[src/xcfr_pkg.sv]
// Shared types and constants for the XOR-checked frame receiver.
package xcfr_pkg;

  // Default largest frame, header included
  localparam int MAX_FRAME_DEF = 1024;

  // Frame start marker
  localparam logic [7:0] ID_BYTE = 8'hFF;

  // Result status codes
  typedef enum logic [1:0] {
    ST_OK       = 2'd0,
    ST_BAD_ID   = 2'd1,
    ST_BAD_SUM  = 2'd2,
    ST_TOO_LONG = 2'd3
  } status_t;

  // Parser phase, one-hot
  typedef enum logic [4:0] {
    PH_HUNT = 5'b00001,
    PH_SUM  = 5'b00010,
    PH_LENH = 5'b00100,
    PH_LENL = 5'b01000,
    PH_DATA = 5'b10000
  } phase_t;

  // One result from the parser
  typedef struct packed {
    logic       emit;
    logic       data_valid;
    logic [7:0] data_byte;
    logic       frame_end;
    status_t    status;
  } result_t;

endpackage

[src/xcfr_parser.sv]
// Frame parser: header decode, length bound check, payload XOR and frame end.
module xcfr_parser
  import xcfr_pkg::*;
#(
  parameter int MAX_FRAME = MAX_FRAME_DEF
) (
  input  logic       clk,
  input  logic       rst,
  input  logic       fire,
  input  logic [7:0] byte_in,
  output result_t    res
);

  localparam int LEN_LIMIT = MAX_FRAME - 4;
  localparam int CW        = $clog2(LEN_LIMIT + 1);

  phase_t          phase, phase_next;
  logic [7:0]      expected_sum, expected_sum_next;
  logic [7:0]      length_high, length_high_next;
  logic [CW-1:0]   bytes_left, bytes_left_next;
  logic [7:0]      running_xor, running_xor_next;

  logic [16:0]     len;
  logic            too_long;
  logic [CW-1:0]   left_dec;
  logic [7:0]      xor_now;

  assign len      = {1'b0, length_high, byte_in};
  assign too_long = 32'(len) > LEN_LIMIT;
  assign left_dec = (bytes_left != '0) ? bytes_left - CW'(1) : bytes_left;
  assign xor_now  = running_xor ^ byte_in;

  // Next state and result for the byte in hand
  always_comb begin
    phase_next        = phase;
    expected_sum_next = expected_sum;
    length_high_next  = length_high;
    bytes_left_next   = bytes_left;
    running_xor_next  = running_xor;
    res               = '{emit: 1'b0, data_valid: 1'b0, data_byte: 8'h00,
                          frame_end: 1'b0, status: ST_OK};
    unique case (phase)
      PH_SUM: begin
        expected_sum_next = byte_in;
        phase_next        = PH_LENH;
      end
      PH_LENH: begin
        length_high_next = byte_in;
        phase_next       = PH_LENL;
      end
      PH_LENL: begin
        if (too_long) begin
          phase_next    = PH_HUNT;
          res.emit      = 1'b1;
          res.frame_end = 1'b1;
          res.status    = ST_TOO_LONG;
        end else if (len == 17'd0) begin
          phase_next    = PH_HUNT;
          res.emit      = 1'b1;
          res.frame_end = 1'b1;
          res.status    = (expected_sum == 8'h00) ? ST_OK : ST_BAD_SUM;
        end else begin
          bytes_left_next  = CW'(len);
          running_xor_next = 8'h00;
          phase_next       = PH_DATA;
        end
      end
      PH_DATA: begin
        running_xor_next = xor_now;
        bytes_left_next  = left_dec;
        res.emit         = 1'b1;
        res.data_valid   = 1'b1;
        res.data_byte    = byte_in;
        if (left_dec == '0) begin
          phase_next    = PH_HUNT;
          res.frame_end = 1'b1;
          res.status    = (xor_now == expected_sum) ? ST_OK : ST_BAD_SUM;
        end
      end
      default: begin
        // hunting; stray codes behave the same
        if (byte_in == ID_BYTE) begin
          phase_next = PH_SUM;
        end else begin
          phase_next    = PH_HUNT;
          res.emit      = 1'b1;
          res.frame_end = 1'b1;
          res.status    = ST_BAD_ID;
        end
      end
    endcase
  end

  // State registers, advanced only when the byte is consumed
  always_ff @(posedge clk) begin
    if (rst) begin
      phase        <= PH_HUNT;
      expected_sum <= 8'h00;
      length_high  <= 8'h00;
      bytes_left   <= '0;
      running_xor  <= 8'h00;
    end else if (fire) begin
      phase        <= phase_next;
      expected_sum <= expected_sum_next;
      length_high  <= length_high_next;
      bytes_left   <= bytes_left_next;
      running_xor  <= running_xor_next;
    end
  end

endmodule

[src/xor_checked_frame_receiver.sv]
// Top level of the XOR-checked frame receiver: input register, parser, result register.
//
//   channel  direction  handshake            payload
//   in       receive    in_valid / in_stall  rx_byte
//   out      send       out_valid/out_stall  data_valid, data_byte, frame_end, status
//
// One byte per cycle sustained while out_stall is low; a byte passes the input register,
// then the parser into the result register.
// Header bytes, but for a length byte that ends the frame, give no result and never wait on the output side.
// Reset (rst, synchronous) empties both registers and returns the parser to hunting.
// A stalled result holds; the input register keeps one byte waiting behind it.
module xor_checked_frame_receiver
  import xcfr_pkg::*;
#(
  parameter int MAX_FRAME = MAX_FRAME_DEF
) (
  input  logic       clk,
  input  logic       rst,
  input  logic       in_valid,
  output logic       in_stall,
  input  logic [7:0] rx_byte,
  output logic       out_valid,
  input  logic       out_stall,
  output logic       data_valid,
  output logic [7:0] data_byte,
  output logic       frame_end,
  output logic [1:0] status
);

  logic       in_full;
  logic [7:0] in_byte;
  logic       consume;
  result_t    res;
  result_t    out_res;

  xcfr_parser #(
    .MAX_FRAME (MAX_FRAME)
  ) u_parser (
    .clk     (clk),
    .rst     (rst),
    .fire    (consume),
    .byte_in (in_byte),
    .res     (res)
  );

  // Consume the held byte unless its result would land on a stalled one
  assign consume  = in_full && (!res.emit || !out_valid || !out_stall);
  assign in_stall = in_full && !consume;

  // Input register
  always_ff @(posedge clk) begin
    if (rst) begin
      in_full <= 1'b0;
    end else if (in_valid && !in_stall) begin
      in_full <= 1'b1;
    end else if (consume) begin
      in_full <= 1'b0;
    end
  end

  always_ff @(posedge clk) begin
    if (in_valid && !in_stall) begin
      in_byte <= rx_byte;
    end
  end

  // Result register
  always_ff @(posedge clk) begin
    if (rst) begin
      out_valid <= 1'b0;
    end else if (consume && res.emit) begin
      out_valid <= 1'b1;
    end else if (!out_stall) begin
      out_valid <= 1'b0;
    end
  end

  always_ff @(posedge clk) begin
    if (consume && res.emit) begin
      out_res <= res;
    end
  end

  assign data_valid = out_res.data_valid;
  assign data_byte  = out_res.data_byte;
  assign frame_end  = out_res.frame_end;
  assign status     = out_res.status;

  // A waiting result is never overwritten
  a_no_overwrite: assert property (@(posedge clk) disable iff (rst)
    (out_valid && out_stall) |-> !(consume && res.emit))
    else $error("result register overwritten while stalled");

  // A byte held back stays held
  a_hold_input: assert property (@(posedge clk) disable iff (rst)
    in_stall |=> in_full && $stable(in_byte))
    else $error("held input byte lost");

  // Without payload the byte field is zero and the result ends a frame
  a_blank_byte: assert property (@(posedge clk) disable iff (rst)
    (out_valid && !data_valid) |-> (data_byte == 8'h00 && frame_end))
    else $error("non-payload result malformed");

  // Mid-frame results are plain payload bytes
  a_mid_frame: assert property (@(posedge clk) disable iff (rst)
    (out_valid && !frame_end) |-> (data_valid && status == ST_OK))
    else $error("mid-frame result carries a status");

  // Error codes for id and length never come with payload
  a_err_no_data: assert property (@(posedge clk) disable iff (rst)
    (out_valid && (status == ST_BAD_ID || status == ST_TOO_LONG)) |-> !data_valid)
    else $error("header error carries payload");

endmodule

[config.mk]
export PLATFORM = sky130hd
export DESIGN_NAME = xor_checked_frame_receiver
export DESIGN_NICKNAME = d
export VERILOG_FILES = /design/src/xcfr_pkg.sv /design/src/xcfr_parser.sv /design/src/xor_checked_frame_receiver.sv
export SDC_FILE = /design/constraint.sdc
export NUM_CORES = 1
export LEC_CHECK = 0
export BUFFER_PORTS_ARGS = -buffer_cell sky130_fd_sc_hd__buf_2
export CORE_MARGIN = 2
export CORE_UTILIZATION = 50
export CTS_CLUSTER_DIAMETER = 30
export DETAILED_ROUTE_END_ITERATION = 7
export PLACE_DENSITY = 0.69
export SLEW_MARGIN = 5
export SYNTH_ARGS = -nofsm -noshare
export SYNTH_HDL_FRONTEND = slang
export SYNTH_SLANG_ARGS = --single-unit
[constraint.sdc]
create_clock -name clk -period 3.3 [get_ports clk]
set_input_delay 0.33 -clock clk [delete_from_list [all_inputs] [get_ports clk]]
set_output_delay 0.33 -clock clk [all_outputs]
set_load 0.02 [all_outputs]
### Yosys cells after proc, flatten, opt, wreduce, memory -nomap -nowiden

Cells that the tools add are included.

| storage, ports and cells | value |
|---|---|
| bits in read-only memories | 0 |
| latch bits | 0 |
| logic and storage cells | 75 |
| register bits after elaboration | 61 |
| bits in writable memories | 0 |
| bits of input ports | 12 |
| memories kept | 0 |

| operators by class | value |
|---|---|
| multipliers | 0 |
| equality and inequality tests | 10 |
| shift-type cells | 0 |
| reductions and logical operators | 22 |
| bitwise operators | 1 |
| $add $sub $neg | 1 |
| $lt $le $gt $ge | 1 |
| multiplexer cells | 28 |
| div/mod/pow operators | 0 |

Operator list:

| kind | count |
|---|---|
| 10-bit 2-to-1 mux | 3 |
| 10-bit one-hot mux with 2 select lines | 1 |
| 5-bit one-hot mux with 4 select lines | 1 |
| 17-bit zero test | 1 |
| 16-bit by 10-bit > comparator with 1-bit output, second input constant | 1 |
| 8-bit 2-to-1 mux | 2 |
| 8-bit one-hot mux with 2 select lines | 1 |
| 5-bit 2-to-1 mux | 3 |
| 3-bit 2-to-1 mux | 4 |
| 10-bit zero test | 1 |
| 10-bit nonzero test | 1 |
| 10-bit by 1-bit subtractor with 10-bit output, second input constant | 1 |
| 9-bit 2-to-1 mux | 1 |
| 3-bit one-hot mux with 3 select lines | 1 |
| 8-bit equality test | 1 |
| 8-bit equality test, second input constant | 1 |
| 8-bit zero test | 1 |
| 8-bit bitwise XOR | 1 |
| 1-bit 2-to-1 mux | 7 |
| 2-bit 2-to-1 mux | 3 |
| 2-bit AND reduction | 3 |
| 5-bit by 2-bit equality test with 1-bit output, second input constant | 1 |
| 5-bit by 3-bit equality test with 1-bit output, second input constant | 1 |
| 5-bit by 4-bit equality test with 1-bit output, second input constant | 1 |
| other kinds (10) | 21 |

### Logic depth before layout (Yosys ltp)

Gate-level depths: netlist of the first run.

| depth | value |
|---|---|
| depth after elaboration | 13 |
| mapped depth | 9 |
| gate-level depth less buffers | 8 |

### Cells and area by module

From an unflattened synthesis of the first run, not the netlist that was laid out.

| second synthesis, totals | value |
|---|---|
| cells, all modules | 357 |
| area, all modules | 3304.4 sq um |

Modules (own cells, without submodules):

| module | cells each | seq. area each (sq um) | times used | area an instance (sq um) |
|---|---|---|---|---|
| xcfr_parser | 324 | 780.7 | 1 | 2611.3 |
| xor_checked_frame_receiver | 33 | 640.6 | 1 | 693.2 |

### Worst setup path before layout of the first run

Ideal clock, no wire load.

| path | value |
|---|---|
| path type | flip-flop to flip-flop |
| from | register u_parser.length_high[4] |
| to | register out_res, in the netlist data_byte[0], enable pin |
| data arrival time | 2845 ps |
| cell stages (with the launch flop) | 6 |
| period minus slack after synthesis | 3266 ps |
| path slack | 34 ps |
| cell sequence | dfxtp_1 > nor4_1 > nand2_1 > o31ai_1 > nor2_1 > nor4b_1 |

| between the ends | value |
|---|---|
| longest elaborated chain between the ends | 9 |
| elaborated cells on any way between the ends | 10 |
| classes of those cells | order compare: 1; mux: 3; reduce/logical: 6 |

RTL lines:

| element | RTL line | text |
|---|---|---|
| from (decl) | xcfr_parser.sv:19 | `logic [7:0] length_high, length_high_next;` |
| from (signal assigned) | xcfr_parser.sv:105 | `length_high <= length_high_next;` |
| branches (longest 2 deep; another with 16-bit by 10-bit > comparator with 1-bit output) | - |  |
| 1-bit 2-to-1 mux (*) | xcfr_parser.sv:52 | `if (too_long) begin` |
| 1-bit one-hot mux with 3 select lines (*) | xcfr_parser.sv:42 | `unique case (phase)` |
| 1-bit zero test | xor_checked_frame_receiver.sv:47 | `assign consume = in_full && (!res.emit \|\| !out_valid \|\| !out_stall);` |
| 1-bit logical OR (2 in series) | xor_checked_frame_receiver.sv:47 |  |
| 1-bit logical AND | xor_checked_frame_receiver.sv:47 |  |
| 1-bit logical AND (*) | xor_checked_frame_receiver.sv:79 | `if (consume && res.emit) begin` |
| to (signal assigned) | xor_checked_frame_receiver.sv:80 | `out_res <= res;` |
| to (decl) | xor_checked_frame_receiver.sv:34 | `result_t out_res;` |

Mark *: on every way between the ends.
A chain may end at the register's enable or synchronous reset.

### Worst setup path after layout of the first run

| path | value |
|---|---|
| from | register in_byte[4] |
| to | output port in_stall |

| between the ends | value |
|---|---|
| longest elaborated chain between the ends | 10 |
| elaborated cells on any way between the ends | 13 |
| classes of those cells | order compare: 1; eq/ne: 1; mux: 4; reduce/logical: 7 |

RTL lines:

| element | RTL line | text |
|---|---|---|
| from (decl) | xor_checked_frame_receiver.sv:31 | `logic [7:0] in_byte;` |
| from (signal assigned) | xor_checked_frame_receiver.sv:63 | `in_byte <= rx_byte;` |
| branches (longest 3 deep; another with 16-bit by 10-bit > comparator with 1-bit output) | - |  |
| 1-bit one-hot mux with 3 select lines (*) | xcfr_parser.sv:42 |  |
| 1-bit zero test (*) | xor_checked_frame_receiver.sv:47 |  |
| 1-bit logical OR (*) (2 in series) | xor_checked_frame_receiver.sv:47 |  |
| 1-bit logical AND (*) | xor_checked_frame_receiver.sv:47 |  |
| 1-bit zero test (*) | xor_checked_frame_receiver.sv:48 | `assign in_stall = in_full && !consume;` |
| 1-bit logical AND (*) | xor_checked_frame_receiver.sv:48 |  |
| to (decl) | xor_checked_frame_receiver.sv:20 | `output logic in_stall,` |

Marked as above.

==> impl_metrics.toml, run 1 <==
[sta]
clock_skew_ns = 0.00860
period_minus_slack_ns = 2.99
layout_worst_path_cycle_share_pct = 90.7
rsz0062_at_grt = "no"
achievable-frequency_ghz = 0.334
slew_headroom_pct = 27.0
finalWorstSetupSlack_ns = 0.307
maxSlewViolCount = 0
fin_tns_setup_ns = 0
finalSetupViolCount = 0
worstMarginPinSlew_ns = 1.09
hold_slack_ns = 0.162
hold_violations = 0

[synth]
synthesis.nets = 374
yosys_most_used_dff = "sky130_fd_sc_hd__dfxtp_1"
synth_enable_flop_cells = 20
synthCells = 361
syn_avg_cell_area_sq_um = 8.95
synth.ff_latch_count = 61
syn-cell-area_sq_mm = 0.00323
synth_cell_types = 55
yosysWarnings = 0
synth-seq-area-share_pct = 44.0
async_reset_ff_share_pct = 0

[critical_path]
end_kind = "primary output"
critPathTopFamily = "compound AO/OA/AOI/OAI gates"
crit_path_max_fanout = 9
crit_buf_inv = 1
worst-setup-path-type = "reg -> out"
critPathLaunch = "in_byte[4]$_DFFE_PP_"
critPathMaxStageDelay_ns = 0.61
worst_setup_path_start_kind = "flip-flop"
worst_ep_required_time_ns = 2.97
critPathArrivalTime_ns = 2.66
cell_breakdown_of_the_critical_path = "nand4_1, nor3_1, o31ai_1, a21oi_1, buf_2"
worstReg2RegStart = "in_byte[4]$_DFFE_PP_"
critical-path-slowest-cell = "sky130_fd_sc_hd__edfxtp_1"

[power]
power.ir.vdd_worst_mv = 0.308
pwr_density_cell_mw_per_mm2 = 430
total_leakage_power_nw = 1.45

[cells_and_area]
layout_commonest_cell = "sky130_fd_sc_hd__nor2_1"
drive_above_1_share_pct = 15.7
layout.cells.most_common_list = "46 x sky130_fd_sc_hd__nor2_1, 41 x sky130_fd_sc_hd__dfxtp_1, 28 x sky130_fd_sc_hd__a21oi_1"
utilization_pct = 56.9
multi_input_gate_area_sq_mm = 0.00167
synthToLayoutAreaGrowth_pct = 11.2
nNetsFinal = 390
n_fill_cell = 578
n_antenna_cell = 0
seq_area_sq_mm = 0.00142
layout.cell_area.non_filler_sq_mm = 0.00359

[clock_tree]
cts.clk_slew.worst_paths_ns = 0.07
post_cts_repair_setup_buffers = 0
tritoncts_clock_tree = "built"
h-tree-depth = 3
total_clock_buffers_created_by_cts = 9
cts_max_path_buffers = 2
post_cts.resized_instances = 0
clock-sinks = 61
post_cts_hold_buffer_count = 0
cts_root_buf = "sky130_fd_sc_hd__clkbuf_8"
worstSkewPairLatency_ns = 0.34

[placement]
pre_cts_ws_ns = 0.631
dp.final_hpwl_um = 5270
buffer_ports.inserted = 25
placed_area_sq_mm = 0.00339
gpl.final_weighted_congestion = 0.905

[status]
run_status = "complete, no violations"

[detailed_routing]
firstDrtPassIters = 6
antenna_violating_nets_post_route = 0
drc_errors = 0
postRouteWirelength_um = 7800
first_iter_violations = 255
wl_per_cell_um = 17.0
num_vias = 2790
post_drt_via_cell_ratio = 6.08

[job]
max_cap_viol_count = 0

[floorplan]
ioPinCount = 26
design.die.area_sq_mm = 0.00712
floorplan.rows = 29
die_w_um = 84.4
chipHeight_um = 84.4
initial_core_util_pct = 51.1
fp.coreArea_sq_mm = 0.00631

[global_route]
globalRoute.totalOverflow = 0
grt_start_max_net_pins = 43
grt_pass1_vias = 2568
number_of_antenna_violations_at_the_first_check_in_global_routing = 0
track_usage_pct = 23.0
grt_pass1_wl_um = 12900

[min_path]
min_from = "rx_byte[2]"
hold_path_class = "in -> reg"
==> flip-flops by register name (all words and copies together) (netlist names) <==
name / count
in_byte: 8
out_valid: 1
data_valid: 1
u_parser.bytes_left: 10
frame_end: 1
data_byte: 8
status: 2
u_parser.running_xor: 8
u_parser.phase: 5
u_parser.length_high: 8
u_parser.expected_sum: 8
in_full: 1
==> path summary, 6_finish.rpt <==
| path | end | slack (ns) | depth (start not counted) |
|---|---|---|---|
| max | in_stall | 0.31 | 5 |
| min | in_byte[2]$_DFFE_PP_ | 0.16 | 1 |
| max reg2reg | u_parser.phase[0]$_SDFFE_PP1P_ | 0.57 | 7 |
| min reg2reg | u_parser.length_high[4]$_SDFFE_PP0P_ | 0.50 | 2 |
==> where the power goes <==
group | switching (mW) | internal (mW)
clock network | 0.306 | 0.368
logic | 0.0382 | 0.0228
registers | 0.0224 | 0.788
total | 0.367 | 1.18
==> through the flow <==
stage          std cells  total power [mW]
2_1_floorplan        361             0.861
3_3_place_gp         443             0.886
3_5_place_dp         443             0.887
4_1_cts              459              1.56
5_1_grt              459              1.60
6_report             459              1.54
==> synthesized netlist by cell type, drive strengths merged (6+ instances only) <==
library cell	instances	area, sq um
mux2i	19	190
nand2b	7	43.8
nand3b	6	45.0
clkbuf	15	57.6
nor2	46	173
edfxtp	20	601
buf	12	60.1
nand2	21	78.8
dfxtp	41	821
nand3	11	55.1
and2	9	56.3
a21oi	28	140
nor4	9	86.3
inv	7	26.3
xnor2	9	78.8
nand4	8	50.1
nor3	7	35.0
xor2	9	78.8
o21ai	23	115
==> cell families (layout without fill, tap and decap cells) <==
kind of cell | Yosys count | in the layout | share of synthesized area [%]
simple gates | 144 | 144 | 23.9
compound gates | 83 | 83 | 16.3
flops | 61 | 61 | 44.0
buf+inv | 35 | 56 | 4.57
mux | 19 | 19 | 5.89
xor+xnor | 18 | 18 | 4.88
fa+ha+maj | 1 | 1 | 0.387
==> layout make-up <==
class | count | share of cell area [%]
repair buffers | 32 | 4.95
multi-input cells | 265 | 46.4
clock buffers | 10 | 3.83
well taps | 77 | 2.68
flip-flops and latches | 61 | 39.6
inverters | 8 | 0.836
clock inverters | 6 | 1.74
==> metal layers <==
metal	track usage, %	part of all wire, %	vias to the layer above
met5	0	0	-
met1	32.8	48	1329
met2	34.8	45	106
met4	10.2	2.2	0
li1	-	-	1337
met3	3.74	5.6	18
No activity file was read; power rests on OpenSTA's default activity.
==> run 2, diff against run 1 <==
Settings changed: CORE_UTILIZATION 50 to 44, PLACE_DENSITY 0.69 to 0.62.
==> run 2 against run 1 <==
Clock-buffer cell count decreased by 1. Cell count increased by 4.8%. Clock power decreased by 3%.
==> impl_metrics.toml, run 2 (synthesized netlist as in run 1, its figures left out) <==
[critical_path]
critPathCapture = "in_stall"
cell_breakdown_of_the_critical_path = "nand4_1, nor3_1, o31ai_1, a21oi_1, buf_2"
worstReg2RegEnd = "status[0]$_DFFE_PP_"
critPathTopFamily = "simple AND/OR/NAND/NOR gates"
worst-setup-path-type = "reg -> out"
r2r.worst_path.cells = 6
crit_buf_inv = 1
critPathArrivalTime_ns = 2.47
critPathMaxStageDelay_ns = 0.63
total_stage_count_of_the_critical_path = 5
worst_setup_path_start_kind = "flip-flop"
regToRegSetupSlack_ns = 0.57
crit_path_max_fanout = 9
worst_ep_required_time_ns = 2.97
worstReg2RegStart = "in_byte[4]$_DFFE_PP_"
end_kind = "primary output"
critPathLaunch = "in_byte[4]$_DFFE_PP_"
critical-path-slowest-cell = "sky130_fd_sc_hd__edfxtp_1"

[sta]
achievable-frequency_ghz = 0.357
clock_skew_ns = 0.0117
worstMarginPinSlew_ns = 1.06
maxSlewViolCount = 0
rsz0062_at_grt = "no"
fin_tns_setup_ns = 0
period_minus_slack_ns = 2.80
hold_violations = 0
layout_worst_path_cycle_share_pct = 84.8
finalSetupViolCount = 0
slew_headroom_pct = 28.8

[min_path]
hold_path_class = "in -> reg"

[global_route]
grt.met3_usage_pct = 5.12
grt_use_met2_pct = 30.5
grt_pass1_vias = 2385
grt_start_max_net_pins = 43
track_usage_pct = 20.0
grt_pass1_wl_um = 12100
number_of_antenna_violations_at_the_first_check_in_global_routing = 0
gr-max-usage-layer = "met2"
global_route.usage.met1_pct = 28.1
globalRoute.totalOverflow = 0

[placement]
dp.final_hpwl_um = 5300
buffer_ports.inserted = 25
numPlacedInstances = 465
gpl.final_weighted_congestion = 0.849

[floorplan]
floorplan.rows = 31
ioPinCount = 26
fp.coreArea_sq_mm = 0.00718
design.die.area_sq_mm = 0.00804
chipHeight_um = 89.7
die_w_um = 89.7
initial_core_util_pct = 45.0

[clock_tree]
clock-sinks = 61
cts_max_path_buffers = 2
tritoncts_clock_tree = "built"
total_clock_buffers_created_by_cts = 9
post_cts_hold_buffer_count = 0
post_cts.resized_instances = 0
cts_root_buf = "sky130_fd_sc_hd__clkbuf_8"
h-tree-depth = 3
cts.clk_slew.worst_paths_ns = 0.07
worstSkewPairLatency_ns = 0.34
post_cts_repair_setup_buffers = 0

[power]
total_leakage_power_nw = 1.45
pwr_density_cell_mw_per_mm2 = 422
power.ir.vdd_worst_mv = 0.393

[detailed_routing]
drc_errors = 0
wl_per_cell_um = 15.8
firstDrtPassIters = 4
num_vias = 2679
postRouteWirelength_um = 7620
first_iter_violations = 186
post_drt_via_cell_ratio = 5.57
antenna_violating_nets_post_route = 0

[cells_and_area]
synthToLayoutAreaGrowth_pct = 12.0
finish.cell_count_without_fillers = 481
layout.cells.most_common_list = "46 x sky130_fd_sc_hd__nor2_1, 41 x sky130_fd_sc_hd__dfxtp_1, 28 x sky130_fd_sc_hd__a21oi_1"
nNetsFinal = 390
largest_register = "u_parser.bytes_left"
layout_commonest_cell = "sky130_fd_sc_hd__nor2_1"
n_antenna_cell = 0
drive_above_1_share_pct = 15.4
largest_reg_flops = 10

[job]
max_cap_viol_count = 0

[status]
run_status = "complete, no violations"
run 2: changes by cell type in the layout (fill, tap and decap cells not counted), sizes merged:
cell    delta
clkinv     -1
clkbuf     -1
inv        +2
run 2: worst min-delay path by stage:
stage / slack, ns / to / start / cells past startpoint
floorplan: 0.43 / in_byte[0]$_DFFE_PP_ / rx_byte[0] / 0
global placement: 0.48 / u_parser.length_high[3]$_SDFFE_PP0P_ / u_parser.length_high[3]$_SDFFE_PP0P_ / 2
detailed placement: 0.49 / u_parser.length_high[3]$_SDFFE_PP0P_ / u_parser.length_high[3]$_SDFFE_PP0P_ / 2
CTS: 0.15 / in_byte[3]$_DFFE_PP_ / rx_byte[3] / 1
global route: 0.15 / in_byte[1]$_DFFE_PP_ / rx_byte[1] / 1
finish: 0.16 / in_byte[7]$_DFFE_PP_ / rx_byte[7] / 1
run 2: per-layer routing:
layer	vias to the layer above	part of all wire, %	wire length (um)
li1	1338	-	-
met1	1277	46	3540
met2	56	48	3670
met3	8	4.2	317
met4	0	1.1	87
met5	-	0	0
run 2: stage by stage:
step | util [%] | hold slack (ns) | worst slack, ns | power (mW) | area, sq um
after global routing | 50.4 | 0.151 | 0.322 | 1.58 | 3620
after detailed placement | 47.7 | 0.492 | 0.612 | 0.887 | 3420
after global placement | 47.7 | 0.477 | 0.520 | 0.887 | 3420
after floorplan | - | 0.429 | 0.0344 | 0.861 | 3230
final | 50.4 | 0.164 | 0.501 | 1.53 | 3620
after CTS | 50.4 | 0.151 | 0.488 | 1.54 | 3620
run 2: area by class of cell:
type | count | area (sq um)
multi-input combinational | 265 | 1670
clock inverter | 7 | 73.8
inverter | 8 | 30.0
fill | 673 | 3560
tap | 99 | 124
timing repair buffer | 32 | 178
clock buffer | 9 | 124
sequential | 61 | 1420
run 2: worst reg2reg max path: stages, from the launching register on:
cell	delay, ns
sky130_fd_sc_hd__edfxtp_1	0.63
sky130_fd_sc_hd__nor4_1	0.10
sky130_fd_sc_hd__and3_1	0.24
sky130_fd_sc_hd__o31ai_1	0.61
sky130_fd_sc_hd__nor2_1	0.25
sky130_fd_sc_hd__nor4b_2	0.32
sky130_fd_sc_hd__buf_4	0.26
run 2: where the power goes:
| part | total [mW] | leakage (nW) | internal [mW] | switching, mW |
|---|---|---|---|---|
| clock network | 0.656 | 0.102 | 0.352 | 0.304 |
| registers | 0.810 | 0.519 | 0.788 | 0.0226 |
| logic | 0.0598 | 0.829 | 0.0228 | 0.0370 |
